[config.mk]
export PLATFORM = sky130hd
export DESIGN_NAME = acl_div
export DESIGN_NICKNAME = d
export VERILOG_FILES = /design/src/rtl/acl_pkg.sv /design/src/rtl/acl_div.sv
export SDC_FILE = /design/constraint.sdc
export NUM_CORES = 1
export LEC_CHECK = 0
export BUFFER_PORTS_ARGS = -buffer_cell sky130_fd_sc_hd__buf_2
export CAP_MARGIN = 20
export CORE_ASPECT_RATIO = 0.7
export CORE_MARGIN = 2
export CORE_UTILIZATION = 62
export DETAILED_ROUTE_END_ITERATION = 8
export PLACE_DENSITY = 0.88
export RECOVER_POWER = 25
export SYNTH_ARGS = -nofsm -noshare
export SYNTH_HDL_FRONTEND = slang
export SYNTH_SLANG_ARGS = --single-unit
[constraint.sdc]
create_clock -name clk -period 14.26 [get_ports clk]
set_input_delay 0 -clock clk [delete_from_list [all_inputs] [get_ports clk]]
set_output_delay 0 -clock clk [all_outputs]
set_load 0.02 [all_outputs]
[src/rtl/acl_pkg.sv]
`default_nettype none
package acl_pkg;
  localparam int SAMPLE_W = 16;
  localparam int LAG_W    = 7;
  localparam int CNT_W    = 21;
  localparam int SUM_W    = 52;
  localparam int PROD_W   = 32;
  localparam int CORR_W   = 32;
  localparam int IDX_W    = 6;
  localparam int REG_W    = 1;
  localparam int DATA_W   = 21;

  typedef enum logic [REG_W-1:0] {
    REG_LAG_COUNT    = 1'b0,
    REG_SAMPLE_COUNT = 1'b1
  } reg_idx_t;

  typedef logic signed [SAMPLE_W-1:0] sample_t;
  typedef logic signed [SUM_W-1:0]    sum_t;
  typedef logic signed [CORR_W-1:0]   corr_t;
  typedef logic [CNT_W-1:0]           cnt_t;
  typedef logic [IDX_W-1:0]           lag_idx_t;

  typedef struct packed {
    logic start;
    sum_t dividend;
    cnt_t divisor;
  } div_req_t;

  typedef struct packed {
    logic busy;
    logic done;
    sum_t quotient;
  } div_rsp_t;
endpackage
`default_nettype wire

[src/rtl/acl_div.sv]
`default_nettype none
module acl_div (
  input  wire logic              clk,
  input  wire logic              rst,
  input  wire acl_pkg::div_req_t req,
  output acl_pkg::div_rsp_t      rsp
);
  import acl_pkg::*;

  localparam int STEP_W = $clog2(SUM_W + 1);

  logic [SUM_W-1:0]  quo;
  logic [CNT_W:0]    rem;
  cnt_t              dvs;
  logic              neg;
  logic [STEP_W-1:0] steps;
  logic              busy;
  logic              done;
  logic [CNT_W+1:0]  trial;

  assign trial = {rem, quo[SUM_W-1]} - {2'b00, dvs};

  always_ff @(posedge clk) begin
    if (rst) begin
      busy <= 1'b0;
      done <= 1'b0;
    end else begin
      done <= 1'b0;
      if (req.start) begin
        busy  <= 1'b1;
        neg   <= req.dividend[SUM_W-1];
        quo   <= req.dividend[SUM_W-1] ? SUM_W'(-req.dividend) : req.dividend;
        dvs   <= req.divisor;
        rem   <= '0;
        steps <= STEP_W'(SUM_W);
      end else if (busy) begin
        if (!trial[CNT_W+1]) begin
          rem <= trial[CNT_W:0];
          quo <= {quo[SUM_W-2:0], 1'b1};
        end else begin
          rem <= {rem[CNT_W-1:0], quo[SUM_W-1]};
          quo <= {quo[SUM_W-2:0], 1'b0};
        end
        steps <= steps - 1'b1;
        if (steps == STEP_W'(1)) begin
          busy <= 1'b0;
          done <= 1'b1;
        end
      end
    end
  end

  assign rsp.busy     = busy;
  assign rsp.done     = done;
  assign rsp.quotient = neg ? -sum_t'(quo) : sum_t'(quo);

  property p_no_restart;
    @(posedge clk) disable iff (rst) busy |-> !req.start;
  endproperty
  a_no_restart: assert property (p_no_restart) else $error("divider restarted while busy");

  property p_done_after_busy;
    @(posedge clk) disable iff (rst) done |-> $past(busy);
  endproperty
  a_done_after_busy: assert property (p_done_after_busy) else $error("done without work");

  property p_rem_bound;
    @(posedge clk) disable iff (rst) busy && !req.start |-> rem < {1'b0, dvs} || dvs == '0;
  endproperty
  a_rem_bound: assert property (p_rem_bound) else $error("remainder out of range");
endmodule
`default_nettype wire

**Yosys cells after proc, flatten, opt, wreduce, memory -nomap -nowiden**

Index checks and enable logic that the tools add are counted.

- ROM bits: 0
- Input port bits: 76
- Bits in writable memories: 0
- Memories kept: 0
- Word-level logic and storage cells: 30
- Output and inout port bits: 54
- Flip-flop bits (word level): 104
- Bits in latches: 0

- Magnitude comparators: 0
- Reduce and logical (&&, ||, !) cells: 4
- Divide/modulo/power cells: 0
- Shifts and indexed selects: 0
- Equal/unequal tests: 1
- Multiplexer cells: 12
- Add/subtract/negate cells: 4
- $mul: 0
- Bitwise logic cells: 2

Operators with widths:

| operator | number |
|---|---|
| 2-to-1 mux 52 bit | 4 |
| negation 52 bit | 2 |
| 2-to-1 mux 22 bit | 2 |
| subtractor 23 x 21 -> 23 bit | 1 |
| equality test 6 x 1 -> 1 bit, second input constant | 1 |
| 2-to-1 mux 6 bit | 1 |
| subtractor 6 x 1 -> 6 bit, second input constant | 1 |
| 2-to-1 mux 1 bit | 5 |
| AND reduction 2 bit | 2 |
| OR reduction 3 bit | 1 |
| inverter 1 bit | 2 |
| nonzero test 2 bit | 1 |

**Longest topological paths before layout**

- Depth after elaboration: 4
- Depth in mapped cells: 12
- Gate-level depth less buffers: 11

**Worst setup path after synthesis**

No wires, ideal clock.

- Path kind: input-to-reg
- Start point: input req[73] (netlist name)
- End point: register quo[0], enable pin
- Path slack: 9.755 ns
- Buffers on the path: 2
- Arrival: 3.986 ns
- Stages on the path: 4
- Library setup time: 0.519 ns
- Required time: 13.741 ns
- Path through: clkbuf_1 > clkbuf_1 > nor2_1 > nor2_1

- Longest elaborated chain between the ends: 2

RTL lines:

| what | RTL line | RTL |
|---|---|---|
| start: declaration | acl_div.sv:5 | `input wire acl_pkg::div_req_t req,` |
| nonzero test 2 bit (no source line) | - |  |
| AND reduction 2 bit (no source line) | - |  |
| end signal: assignment | acl_div.sv:32 | `quo <= req.dividend[SUM_W-1] ? SUM_W'(-req.dividend) : req.dividend;` |
| end signal: assignment | acl_div.sv:39 | `quo <= {quo[SUM_W-2:0], 1'b1};` |
| end signal: assignment | acl_div.sv:42 | `quo <= {quo[SUM_W-2:0], 1'b0};` |
| end: declaration | acl_div.sv:12 | `logic [SUM_W-1:0] quo;` |

No other way between the ends.
A chain may end at the register's enable or synchronous reset.

**Worst setup path in the final report**

- Start point: register quo[51]
- End point: register rem[21] (data pin)

- Longest elaborated chain between the ends: 3

RTL lines:

| what | RTL line | RTL |
|---|---|---|
| subtractor 23 x 21 -> 23 bit | acl_div.sv:21 | `assign trial = {rem, quo[SUM_W-1]} - {2'b00, dvs};` |
| 2-to-1 mux 22 bit | acl_div.sv:37 | `if (!trial[CNT_W+1]) begin` |
| 2-to-1 mux 22 bit | acl_div.sv:36 | `end else if (busy) begin` |
| end signal: assignment | acl_div.sv:38 | `rem <= trial[CNT_W:0];` |
| end signal: assignment | acl_div.sv:41 | `rem <= {rem[CNT_W-1:0], quo[SUM_W-1]};` |
| end: declaration | acl_div.sv:13 | `logic [CNT_W:0] rem;` |

No other way between the ends. The select of a mux whose other input is x is not followed.

==> results.md <==
- Outcome: finished, violations left
- Violated checks: max-capacitance violations, max-slew violations
- Leakage power: 0.00342 uW
- Max Cap Viol: 2
- Fraction of registers with async set/reset: 0%
- Minimum setup slack in the final design: 10.31 ns
- Seq/Total Area, Yosys: 40.1%
- Worst Path Max Fanout: 20
- WL/cell: 17.3 um
- Die ar.: roughly 13000 um2
- Remaining global-route overflow: 0
- Relative max-transition margin: -63.8%
- Fin cells: 1098
- EDFF count, synth: 102
- CTS HTree Levels: 3
- Per-instance average area after synthesis: 9.66 um2
- Placeable Area: ~12000 um2
- Maximum number of pins on one net before global-route repair: between 70 and 80
- Mapped Area: 7730 um2
- Average via count per standard cell: ~6.1
- Kind of end point of the critical path: flop
- Unrepaired setup endpoints after global routing: false
- # Post-CTS Setup Buffers: 0
- Number of buffers inserted during clock tree synthesis: 9
- Starting density of the core: 62.9%
- Number of remaining DRC errors: 0
- Main flop type after synthesis: sky130_fd_sc_hd__edfxtp_1
- Number of library cell types mapped by synthesis: 65
- Post-Synthesis Cells: 801
- Cell count after placement: 1058
- Post-route fraction of the period consumed by the critical path: 27.7%
- Sequential cell area: around 3100 um2
- Total of endpoints with negative setup slack in the final report: 0
- First-pass iteration count of the detailed router: 5
- I/O Buffers: around 130
- Power per cell area: between 100 and 150 nW/um2
- Total nets after synthesis: 903
- Global-route total usage across every layer: 29.0%
- Initial antenna violation count: 0
- Class of the tightest hold or removal check: input pin to flop
- Area grow syn2layout: 16.0%
- Crit start category: flop
- Number of slew-limit violations in the final report: 112
- Die Span X: 138 um
- DR iter-0 viols: 656
- Summed negative setup slack over all endpoints: 0 ns
- Slew of the pin with the lowest slew margin: 2.46 ns
- Area of all placed cells without fillers: about 9000 um2
- Share of post-route cells with drive strength above 1: roughly a fifth
- Cell chosen for the clock root: sky130_fd_sc_hd__clkbuf_16
- Number of global-route vias before repair: 5965
- DIE HEIGHT: 97.5 um
- TritonCTS clock tree: built
- Largest vdd supply drop: about 0.068 mV
- Critical Path Max Stage Delay: 0.72 ns
- Maximum clock insertion buffer count: 2
- Worst-case setup slack after placement: 10.36 ns
- Global-route wire length before repair: roughly 31000 um
- CP most frequent cell: sky130_fd_sc_hd__inv_1
- Core Rows: 34
- Library cell contributing the largest single delay on the critical path: sky130_fd_sc_hd__a2111oi_4
- Flip-flop and latch count after synthesis: approximately 100
- Highest clock rate: about 0.25 GHz
- Data arrival, critical path: 4.05 ns
- Final critical delay including setup and external delays: a little under 4 ns
- Final-layout fill cell count: 921
- Count of cells resized by post-cts repair: 0
- Clk_skew: 0.00973 ns
- GPL Wtd Cong: ~0.9
- Number of vias in the routed layout: between 6k and 7k
- Total area of multi-input combinational cells: 4320 um2
- TritonCTS sink count: approximately 100
- Placed Area: between 8000 and 9000 um2
- Number of hold-repair buffers added at the cts stage: 23
- Reg clk slew, reported paths: 0.07 ns
- Half-perimeter wire length of the detailed placement result: 13400 um
- Count of endpoints failing hold in the final timing report: 0
- Routed WL: approximately 19000 um
- Data required time of the critical path: 14.36 ns
- Routed Antenna Nets: 0
- Worst-Skew Late Latency: 0.35 ns
- Count of synthesis-stage warnings from yosys: 0
- Number of placed I/O pins: 130
- Series of cell instances along the critical path: inv_1, ha_1, inv_1, fa_1, a21oi_1, o211ai_1, a31oi_1, a211oi_1, a2111oi_4, buf_4, o311ai_1, mux2_2
- Number of nets in the layout: 1032
- Type of the setup path with the least slack: flop to flop
-- sequential cells by signal (all words and copies together) (netlist names) --
signal and count:
steps 6, dvs 21, rem 22, quo 52
done 1, neg 1, busy 1
-- cells by family (layout without fill, tap and decap cells) --
logic type	Yosys count	after routing	synth area share, %
flops	104	104	40.1
xor+xnor	111	111	12.6
buf+inv	80	214	4.12
simple gates	242	242	17.5
compound gates	221	221	19.1
mux	17	17	2.28
other cells	0	1	0
fa+ha+maj	26	26	4.30
-- worst paths after layout --
kind                            depth (start not counted)  slack [ns]       to    start
worst min-delay path                                    3        0.06  quo[50]  req[71]
worst max-delay path                                   12       10.31  rem[21]  quo[51]
worst min register to register                          1        0.53     done     busy
worst max register to register                         12       10.31  rem[21]  quo[51]
-- Yosys cell counts, types with 3 or more instances --
cell type | instances | area share (%)
sky130_fd_sc_hd__edfxtp_1 | 102 | 40
sky130_fd_sc_hd__nor2_1 | 82 | 4.0
sky130_fd_sc_hd__a21oi_1 | 76 | 4.9
sky130_fd_sc_hd__xnor2_1 | 61 | 6.9
sky130_fd_sc_hd__xor2_1 | 50 | 5.7
sky130_fd_sc_hd__o21ai_0 | 47 | 3.0
sky130_fd_sc_hd__inv_1 | 41 | 2.0
sky130_fd_sc_hd__nand2_1 | 41 | 2.0
sky130_fd_sc_hd__clkbuf_1 | 27 | 1.3
sky130_fd_sc_hd__o31ai_1 | 26 | 2.5
sky130_fd_sc_hd__ha_1 | 25 | 4.0
sky130_fd_sc_hd__o41ai_1 | 15 | 1.7
sky130_fd_sc_hd__nand2b_1 | 14 | 1.1
sky130_fd_sc_hd__nor3_1 | 13 | 0.84
sky130_fd_sc_hd__mux2i_1 | 12 | 1.6
sky130_fd_sc_hd__nand3_1 | 11 | 0.71
sky130_fd_sc_hd__a211oi_1 | 8 | 0.78
sky130_fd_sc_hd__a21o_1 | 8 | 0.78
sky130_fd_sc_hd__nor2b_1 | 8 | 0.65
sky130_fd_sc_hd__o21a_1 | 8 | 0.78
sky130_fd_sc_hd__o41ai_2 | 8 | 1.7
sky130_fd_sc_hd__or4_1 | 8 | 0.78
sky130_fd_sc_hd__nand3b_1 | 7 | 0.68
sky130_fd_sc_hd__nor4_1 | 7 | 0.57
sky130_fd_sc_hd__or3_1 | 7 | 0.57
sky130_fd_sc_hd__nand4_1 | 6 | 0.49
sky130_fd_sc_hd__a311oi_1 | 5 | 0.57
sky130_fd_sc_hd__buf_1 | 5 | 0.24
sky130_fd_sc_hd__mux2_2 | 5 | 0.73
sky130_fd_sc_hd__or4_4 | 5 | 0.73
sky130_fd_sc_hd__a31oi_1 | 4 | 0.32
sky130_fd_sc_hd__and2_1 | 4 | 0.32
sky130_fd_sc_hd__buf_4 | 4 | 0.39
sky130_fd_sc_hd__and3_1 | 3 | 0.24
sky130_fd_sc_hd__buf_2 | 3 | 0.19
sky130_fd_sc_hd__nor4_2 | 3 | 0.49
sky130_fd_sc_hd__o2111ai_1 | 3 | 0.34
sky130_fd_sc_hd__or2_2 | 3 | 0.24
sky130_fd_sc_hd__or3_4 | 3 | 0.44
-- cells in the final DEF, fill, tap and decap left out, types with 4 or more instances in the layout --
| cell | instances |
|---|---|
| sky130_fd_sc_hd__a211oi_1 | 8 |
| sky130_fd_sc_hd__a21o_1 | 8 |
| sky130_fd_sc_hd__a21oi_1 | 76 |
| sky130_fd_sc_hd__a311oi_1 | 5 |
| sky130_fd_sc_hd__a31oi_1 | 4 |
| sky130_fd_sc_hd__and2_1 | 4 |
| sky130_fd_sc_hd__buf_2 | 123 |
| sky130_fd_sc_hd__buf_4 | 4 |
| sky130_fd_sc_hd__clkbuf_1 | 9 |
| sky130_fd_sc_hd__clkbuf_16 | 9 |
| sky130_fd_sc_hd__dlygate4sd3_1 | 23 |
| sky130_fd_sc_hd__edfxtp_1 | 102 |
| sky130_fd_sc_hd__ha_1 | 25 |
| sky130_fd_sc_hd__inv_1 | 41 |
| sky130_fd_sc_hd__mux2_2 | 5 |
| sky130_fd_sc_hd__mux2i_1 | 12 |
| sky130_fd_sc_hd__nand2_1 | 41 |
| sky130_fd_sc_hd__nand2b_1 | 14 |
| sky130_fd_sc_hd__nand3_1 | 11 |
| sky130_fd_sc_hd__nand3b_1 | 7 |
| sky130_fd_sc_hd__nand4_1 | 6 |
| sky130_fd_sc_hd__nor2_1 | 81 |
| sky130_fd_sc_hd__nor2b_1 | 8 |
| sky130_fd_sc_hd__nor3_1 | 13 |
| sky130_fd_sc_hd__nor4_1 | 7 |
| sky130_fd_sc_hd__o21a_1 | 8 |
| sky130_fd_sc_hd__o21ai_0 | 47 |
| sky130_fd_sc_hd__o31ai_1 | 26 |
| sky130_fd_sc_hd__o41ai_1 | 15 |
| sky130_fd_sc_hd__o41ai_2 | 8 |
| sky130_fd_sc_hd__or3_1 | 7 |
| sky130_fd_sc_hd__or4_1 | 8 |
| sky130_fd_sc_hd__or4_4 | 5 |
| sky130_fd_sc_hd__xnor2_1 | 61 |
| sky130_fd_sc_hd__xor2_1 | 50 |
-- layer usage --
layer / wire [um] / track usage (%)
met4: 305 / 6.50
met1: 8770 / 45.8
met3: 1680 / 4.69
met5: 0 / 0
met2: 8250 / 41.8
-- report_power, final --
part           total [uW]  internal, uW  switching [uW]
Combinational         280           115             165
Clock                 249           136             112
Sequential            391           369            22.0
-- final cells by class --
type                       count  area share [%]
multi-input combinational    617            48.1
sequential                   104            34.6
timing repair buffer         157            10.1
clock buffer                  11            2.59
tap                          162            2.26
inverter                      41            1.72
clock inverter                 5           0.642
antenna                        1          0.0279
-- worst max-delay path, delay by kind of cell, from the launching register on --
| family | cells | cell delay [ns] |
|---|---|---|
| AOI/OAI and AO/OA | 6 | 1.86 |
| adders and majority gates | 2 | 0.60 |
| buffers and inverters | 3 | 0.56 |
| DFF | 1 | 0.40 |
| muxes | 1 | 0.29 |
-- through the flow --
stage | hold WS (ns) | utilization, % | total power, uW
after global placement | 0.177 | 68.9 | 658
after CTS | 0.0453 | 73.1 | 917
final | 0.0570 | 73.0 | 919
after global routing | 0.0573 | 72.9 | 961
after detailed placement | 0.179 | 68.9 | 665
after floorplan | 0.0780 | - | 590
Power figures use the tool's default switching activity.
